<file path="config.mk">
export PLATFORM = sky130hd
export DESIGN_NAME = fdmb_band_tracker
export DESIGN_NICKNAME = d
export VERILOG_FILES = /design/src/fdmb_pkg.sv /design/src/fdmb_band_tracker.sv
export SDC_FILE = /design/constraint.sdc
export NUM_CORES = 1
export LEC_CHECK = 0
export ABC_CLOCK_PERIOD_IN_PS = 5400
export BUFFER_PORTS_ARGS = -buffer_cell sky130_fd_sc_hd__buf_2
export CORE_ASPECT_RATIO = 1.1
export CORE_MARGIN = 1.5
export CORE_UTILIZATION = 58
export DETAILED_ROUTE_END_ITERATION = 6
export GPL_TIMING_DRIVEN = 1
export PLACE_DENSITY = 0.78
export SYNTH_ARGS = -nofsm -noshare
export SYNTH_HDL_FRONTEND = slang
export SYNTH_SLANG_ARGS = --single-unit
</file>
<file path="constraint.sdc">
create_clock -name clk -period 5.4 [get_ports clk]
set_input_delay 0.54 -clock clk [delete_from_list [all_inputs] [get_ports clk]]
set_output_delay 0.54 -clock clk [all_outputs]
set_load 0.1 [all_outputs]
</file>
<file path="src/fdmb_pkg.sv">
// ----------------------------------------------------------------------------
// fdmb_pkg
// Shared types, sizes and helpers of the frame difference motion band unit.
// ----------------------------------------------------------------------------
package fdmb_pkg;

  // Frame size and derived widths
  localparam int FRAME_PIXELS = 65536;
  localparam int POS_W        = $clog2(FRAME_PIXELS);
  localparam int CNT_W        = POS_W + 1;
  localparam int THRESH_W     = 10;
  localparam int SUM_W        = 10;
  localparam int PIX_W        = 24;

  localparam logic [THRESH_W-1:0] THRESH_RESET = THRESH_W'(70);
  localparam logic [7:0]          CHAN_MAX     = 8'hFF;

  // Band edges, compared against four times the position
  localparam logic [POS_W+1:0] EDGE_1 = (POS_W+2)'(FRAME_PIXELS);
  localparam logic [POS_W+1:0] EDGE_2 = (POS_W+2)'(2 * FRAME_PIXELS);
  localparam logic [POS_W+1:0] EDGE_3 = (POS_W+2)'(3 * FRAME_PIXELS);

  typedef struct packed {
    logic [7:0] red_in;
    logic [7:0] green_in;
    logic [7:0] blue_in;
    logic       frame_end;
  } pix_in_t;

  typedef struct packed {
    logic [7:0] red_out;
    logic [7:0] green_out;
    logic [7:0] blue_out;
    logic       moved;
    logic       band_valid;
    logic [1:0] busiest_band;
  } pix_out_t;

  // Counter update request toward the band tracker
  typedef struct packed {
    logic       fire;
    logic       moved;
    logic [1:0] band;
    logic       last;
  } band_upd_t;

  function automatic logic [7:0] abs_diff8(logic [7:0] a, logic [7:0] b);
    abs_diff8 = (a > b) ? (a - b) : (b - a);
  endfunction

  // Band index = floor(4 * pos / FRAME_PIXELS)
  function automatic logic [1:0] band_of(logic [POS_W-1:0] pos);
    logic [POS_W+1:0] pos4;
    pos4 = {pos, 2'b00};
    if (pos4 >= EDGE_3) begin
      band_of = 2'd3;
    end else if (pos4 >= EDGE_2) begin
      band_of = 2'd2;
    end else if (pos4 >= EDGE_1) begin
      band_of = 2'd1;
    end else begin
      band_of = 2'd0;
    end
  endfunction

endpackage

</file>
<file path="src/fdmb_band_tracker.sv">
// ----------------------------------------------------------------------------
// fdmb_band_tracker
// Four moved-pixel counters and the first-maximum search over them, with the
// current pixel's count folded in.
// ----------------------------------------------------------------------------
module fdmb_band_tracker (
  input  logic                 clk,
  input  logic                 rst_n,
  input  fdmb_pkg::band_upd_t  upd,
  output logic [1:0]           busiest
);

  logic [fdmb_pkg::CNT_W-1:0] cnt_r   [4];
  logic [fdmb_pkg::CNT_W-1:0] cnt_eff [4];
  logic [1:0]                 best01;
  logic [1:0]                 best23;
  logic [fdmb_pkg::CNT_W-1:0] max01;
  logic [fdmb_pkg::CNT_W-1:0] max23;

  // Fold in the current word's moved flag
  always_comb begin
    for (int i = 0; i < 4; i++) begin
      cnt_eff[i] = cnt_r[i] +
                   fdmb_pkg::CNT_W'(upd.moved && (upd.band == 2'(i)));
    end
  end

  // Pick the first maximum through a two-level tree
  always_comb begin
    best01  = (cnt_eff[1] > cnt_eff[0]) ? 2'd1 : 2'd0;
    max01   = (cnt_eff[1] > cnt_eff[0]) ? cnt_eff[1] : cnt_eff[0];
    best23  = (cnt_eff[3] > cnt_eff[2]) ? 2'd3 : 2'd2;
    max23   = (cnt_eff[3] > cnt_eff[2]) ? cnt_eff[3] : cnt_eff[2];
    busiest = (max23 > max01) ? best23 : best01;
  end

  // Count, or clear after the last pixel of a frame
  always_ff @(posedge clk) begin
    if (!rst_n) begin
      for (int i = 0; i < 4; i++) begin
        cnt_r[i] <= '0;
      end
    end else if (upd.fire) begin
      for (int i = 0; i < 4; i++) begin
        cnt_r[i] <= upd.last ? '0 : cnt_eff[i];
      end
    end
  end

endmodule

</file>
=== Word level (Yosys, flattened, before mapping) ===
Memory sizes are Yosys's and may differ from the RTL's.
Index checks and enable logic that the tools add are counted.

* Add/sub/neg operators: 4
* Mux-type cells: 17
* Magnitude comparators: 3
* Bitwise gates (word level): 4
* Reduce and logical (&&, ||, !) cells: 5
* Eq/ne operators: 3

{| class="wikitable"
|+ Operators with widths
! kind !! count
|-
| $mux W17 || 10
|-
| $add A17 B1 Y17 || 4
|-
| $gt A17 B17 Y1 || 3
|-
| $mux W1 || 6
|-
| $eq A2 B2 Y1 const B || 2
|-
| $logic_and A1 B1 Y1 || 4
|-
| $or A1 B1 Y1 || 4
|-
| $eq A2 B1 Y1 const B || 1
|-
| $logic_not A2 Y1 || 1
|-
| $mux W2 || 1
|}

* Input bits: 7
* Logic and storage cells: 37
* Bits in writable memories: 68
* Memories: 1
* Register bits after elaboration: 0

{| class="wikitable"
|+ Memories
! name !! depth !! bits a word !! read ports !! clocked after memory_dff !! wr ports !! line !! source
|-
| cnt_r || 4 || 17 || 4 || 0 || 4 || fdmb_band_tracker.sv:13 || <nowiki>logic [fdmb_pkg::CNT_W-1:0] cnt_r [4];</nowiki>
|}

=== Logic depth before layout (Yosys ltp) ===
* Depth after elaboration: 7
* Mapped depth: 26

=== Worst setup path after synthesis ===
OpenSTA, ideal clock, no wires.

* Path type: input-to-output
* Start: input port upd[2] (netlist bit)
* End: output port busiest[0]
* Path slack: -1.551 ns
* Arrival: 6.411 ns
* Data required time: 4.860 ns
* Stages: 25
* Cell sequence: nand2_1 nor2_1 ha_1 nand4_2 buf_2 or3_1 nor3_1 xnor2_1 ha_1 a31oi_1 o21ai_1 or2_2 o311a_1 buf_6 buf_6 mux2i_1 ha_1 nor2b_1 o21a_1 o21a_1 o21ai_0 a211oi_1 nor2_1 nor2_1 o2bb2ai_1

* Word-level cells in the longest chain between the ends: 7

{| class="wikitable"
|+ RTL lines
! element !! line !! source
|-
| start, declared || fdmb_band_tracker.sv:9 || <nowiki>input fdmb_pkg::band_upd_t upd,</nowiki>
|-
| $eq A2 B2 Y1, or another cell as far along || fdmb_band_tracker.sv:24 || <nowiki>fdmb_pkg::CNT_W'(upd.moved && (upd.band == 2'(i)));</nowiki>
|-
| $logic_and A1 B1 Y1 || fdmb_band_tracker.sv:24 ||
|-
| $add A17 B1 Y17 || fdmb_band_tracker.sv:23 || <nowiki>cnt_eff[i] = cnt_r[i] +</nowiki>
|-
| $gt A17 B17 Y1 (on tied branches) || - ||
|-
| $mux W17 (on tied branches) || fdmb_band_tracker.sv:33, fdmb_band_tracker.sv:31 ||
|-
| $gt A17 B17 Y1 || fdmb_band_tracker.sv:34 || <nowiki>busiest = (max23 > max01) ? best23 : best01;</nowiki>
|-
| $mux W2 (*) || fdmb_band_tracker.sv:34 ||
|-
| end, declared || fdmb_band_tracker.sv:10 || <nowiki>output logic [1:0] busiest</nowiki>
|}

Every way passes the cells marked *; elsewhere a longest branch is shown, timed or not.

=== Worst setup path in the final report ===
* Start: input port upd[1] (netlist bit)
* End: output port busiest[0]

The elaborated chain is that of the path after synthesis.

==> PnR_summary.wiki <==
{| class="wikitable"
! Metric !! Value
|-
| Result of the run || finished with violations
|-
| Violations in the final reports || setup timing
|-
| Effective utilization at floorplan || ~59%
|-
| Reg clk slew, reported paths || 90 ps
|-
| Setup ws final || -499 ps
|-
| Detailed placer's ending HPWL || about 11 mm
|-
| Worst-Skew Late Latency || 370 ps
|-
| Maximum single-stage delay on the critical path || between 300 and 400 ps
|-
| Number of hold-slack violations in the final timing report || 0
|-
| Max Buffers Root-to-Sink || 2
|-
| Number of antenna violations at the first check in global routing || 0
|-
| Worst slew margin || approximately 38%
|-
| Routability congestion estimate || just under 0.9
|-
| Reg-to-reg setup timing slack || between 3000 and 4000 ps
|-
| Largest family of logic cells by synthesized area || simple AND/OR/NAND/NOR gates
|-
| Worst-Margin Slew || slightly above 900 ps
|-
| Post-Synthesis Mean Instance Area || between 9 and 10 sq um
|-
| R2r endpoint || cnt_r[3][15]$_SDFFCE_PP0P_
|-
| Most numerous cell on the critical path || buf_4
|-
| Clock Sink Count || 68
|-
| Reg2reg start || cnt_r[3][0]$_SDFFCE_PP0P_
|-
| Post-synth top area share || a little under two fifths
|-
| Placement Setup Slack || -447 ps
|-
| Global-route layer with the greatest usage || met2
|-
| Global-route wire length before repair || approximately 27 mm
|-
| Worst vdd rail ir drop || 192 uV
|-
| Proportion of synthesized flip-flops having asynchronous set or reset || 0%
|-
| Highest clock frequency the design can meet || 0.170 GHz
|-
| Ant. Diodes || 0
|-
| Die span in x || approximately 96 um
|-
| Cell type with the largest total area after synthesis || edfxtp_1
|-
| Number of iterations in the first detailed-routing pass || 6
|-
| Remaining global-route overflow || 0
|-
| Count of warnings emitted by yosys || 0
|-
| Met1 Usage GRT || around two fifths
|-
| Dominant cell by count in the synthesized netlist || nor2_1
|-
| Met3 routing resource usage after global routing || under 10%
|-
| Number of global-route vias before repair || roughly 5300
|-
| Die Ht || approximately 110 um
|-
| Number of vias in the routed layout || roughly 5400
|-
| First DRT Iteration DRCs || between 400 and 500
|-
| Register containing the most flip-flops in the final layout || cnt_r
|-
| Fin nets || ~750
|-
| Multiplexer area fraction after synthesis || around 7.3%
|-
| Number of standard cells in the layout, taps in and fillers out || a little over 800
|-
| Quantity of hold-fixing buffers added after cts || 0
|-
| Number of buffers inserted during clock tree synthesis || 9
|-
| Cell at the root of the clock tree || clkbuf_8
|-
| Met2 usage in global routing || a little under two thirds
|-
| Delay-heaviest family, CP || compound AO/OA/AOI/OAI gates
|-
| Flip-flop and latch count after synthesis || 68
|-
| Placed cell count || 779
|-
| Number of distinct standard cells referenced by the synthesized netlist || between 60 and 70
|-
| Via count normalized by instance count || 6.55
|-
| Count of cells along the worst register-to-register path || 9
|-
| Wire length per cell || between 20 and 25 um
|-
| Sum of negative setup slack || -933 ps
|-
| Count of input and output buffers || 8
|-
| Final Setup Violations || 2
|-
| Class of the most critical hold timing path || input port to register
|-
| GRT Overall Usage || approximately 36%
|-
| Final clock period utilization by the worst path || 109%
|-
| Clock Skew || about 19 ps
|-
| Critical Path Slowest Stage Cell || a221oi_1
|-
| Number of standard cells after synthesis || ~560
|-
| PwrDens || 234 nW/um^2
|-
| RSZ-0062 raised after global routing || yes
|-
| H-tree lvl count || 3
|-
| Max cap viols || 0
|-
| Fraction of the yosys area taken by sequential cells || around 37%
|-
| Hold_sp || upd[0]
|-
| Adder-cell share of the synthesized area || a little over a tenth
|-
| End point of the worst hold path || cnt_r[2][0]$_SDFFCE_PP0P_
|-
| Fin crit period || just under 6000 ps
|-
| Pins over their slew limit || 0
|-
| Remaining DRCs || 0
|-
| Top fanout value on the critical path || 4
|-
| TritonCTS clock tree || yes
|-
| Kind of start point of the critical path || input port
|-
| Proportion of layout cells with a drive suffix above 1 || between 30% and 40%
|-
| Pin count of the biggest net entering global routing || approximately 70
|-
| Net count of the mapped netlist || about 610
|-
| Commonest cells in the synthesized netlist || nor2_1, edfxtp_1, ha_1, xnor2_1, inv_1
|-
| Min-Delay Path Depth || 3
|-
| Synth Area in XOR/XNOR || between 10 and 15%
|-
| Top FF cell, synth || edfxtp_1
|-
| Synthesized-area fraction occupied by ao, oa, aoi and oai cells || under 10%
|-
| Number of flops mapped to enable cells by yosys || just under 70
|-
| Static Leak || approximately 3 nW
|-
| Cell area after synthesis || around 5600 sq um
|-
| Io pins || 9
|-
| Arrival time at the worst endpoint || approximately 5400 ps
|-
| Crit path capture type || primary output
|-
| Area of the core region || a little over 9000 sq um
|-
| Top cells by area in the synthesized netlist || edfxtp_1, ha_1, nor2_1, xnor2_1, xor2_1
|-
| Max FFs per register || 68
|-
| Type of the setup path with the least slack || input port to primary output
|-
| Floorplan die area || around 10000 sq um
|-
| Routed Wire Length || 18.8 mm
|-
| Area added between synthesis and finish || 36.2%
|-
| Post-synthesis share of cell area spent on and, or, nand and nor gates || 23.0%
|-
| Largest registers ranked by flip-flop count || cnt_r (68)
|-
| Number of core rows || 37
|-
| Required arrival time at the worst endpoint || 4860 ps
|-
| Worst path bufs/invs || 6
|-
| Remaining antenna violation count after routing || 0
|}
[worst max path at each step]
| stage | from | endpoint | slack (ps) | cells after the start |
|---|---|---|---|---|
| after floorplan | upd[2] | busiest[0] | -90 | 25 |
| after global routing | upd[1] | busiest[0] | -840 | 25 |
| after global placement | upd[1] | busiest[0] | -250 | 22 |
| after detailed placement | upd[1] | busiest[0] | -450 | 25 |
| after CTS | cnt_r[1][0]$_SDFFCE_PP0P_ | busiest[0] | -180 | 20 |
| final | upd[1] | busiest[0] | -500 | 26 |
[tightest hold or removal path: stages]
cell and delay [ps]:
buf_2 100, nor2_1 80, and2_1 180
[cell type report]
type                    instances  area (sq um)
fillers                       476          1790
flip-flops and latches         68          2040
clock inverters                 6          55.1
well taps                     117           146
repair buffers                135          1100
inverters                      31           116
multi-input cells             450          3980
clock buffers                  10           128
[cell families (layout without fill, tap and decap cells)]
| family | after synthesis | count (layout) |
|---|---|---|
| fa+ha+maj | 47 | 47 |
| flops | 68 | 68 |
| xor+xnor | 69 | 69 |
| mux | 35 | 35 |
| buf+inv | 46 | 182 |
| compound gates | 56 | 57 |
| simple gates | 242 | 242 |
[power by group]
part / internal [mW] / total (mW) / switching [mW]
registers: 0.610 / 0.648 / 0.0382
logic: 0.329 / 0.693 / 0.364
clock network: 0.209 / 0.426 / 0.217
total: 1.15 / 1.77 / 0.620
[metal layers]
layer	wire, um	vias up
li1	-	2314
met1	6450	2543
met2	9360	372
met3	1600	123
met4	1390	0
met5	0	-
[timing repair]
action | 4_1_cts | 5_1_grt
gates resized for setup | 68 | 29
buffers inserted | 14 | 7
endpoints found under the setup margin | 2 | 2
pin swaps | 38 | 24
gates cloned | 1 | 0
[stage by stage]
step	hold WS (ps)	utilization (%)	power (mW)	area (sq um)
5_1_grt	697	80.9	1.82	7560
4_1_cts	651	78.4	1.66	7330
3_3_place_gp	705	71.4	1.16	6680
6_report	691	80.9	1.77	7560
3_5_place_dp	743	71.4	1.18	6680
2_1_floorplan	600	-	0.997	5760
[cell usage in the layout, fill, tap and decap left out, types with 11 or more instances in the layout]
cell,Yosys,layout
xnor2_1,38,35
mux2i_1,19,14
edfxtp_1,68,68
and2_1,11,11
nand4_1,21,21
inv_1,31,30
nand2_1,28,27
nor2_1,93,85
nand3_1,28,21
ha_4,0,12
ha_1,44,28
buf_4,1,119
xor2_1,30,22
Power figures use the tool's default switching activity.
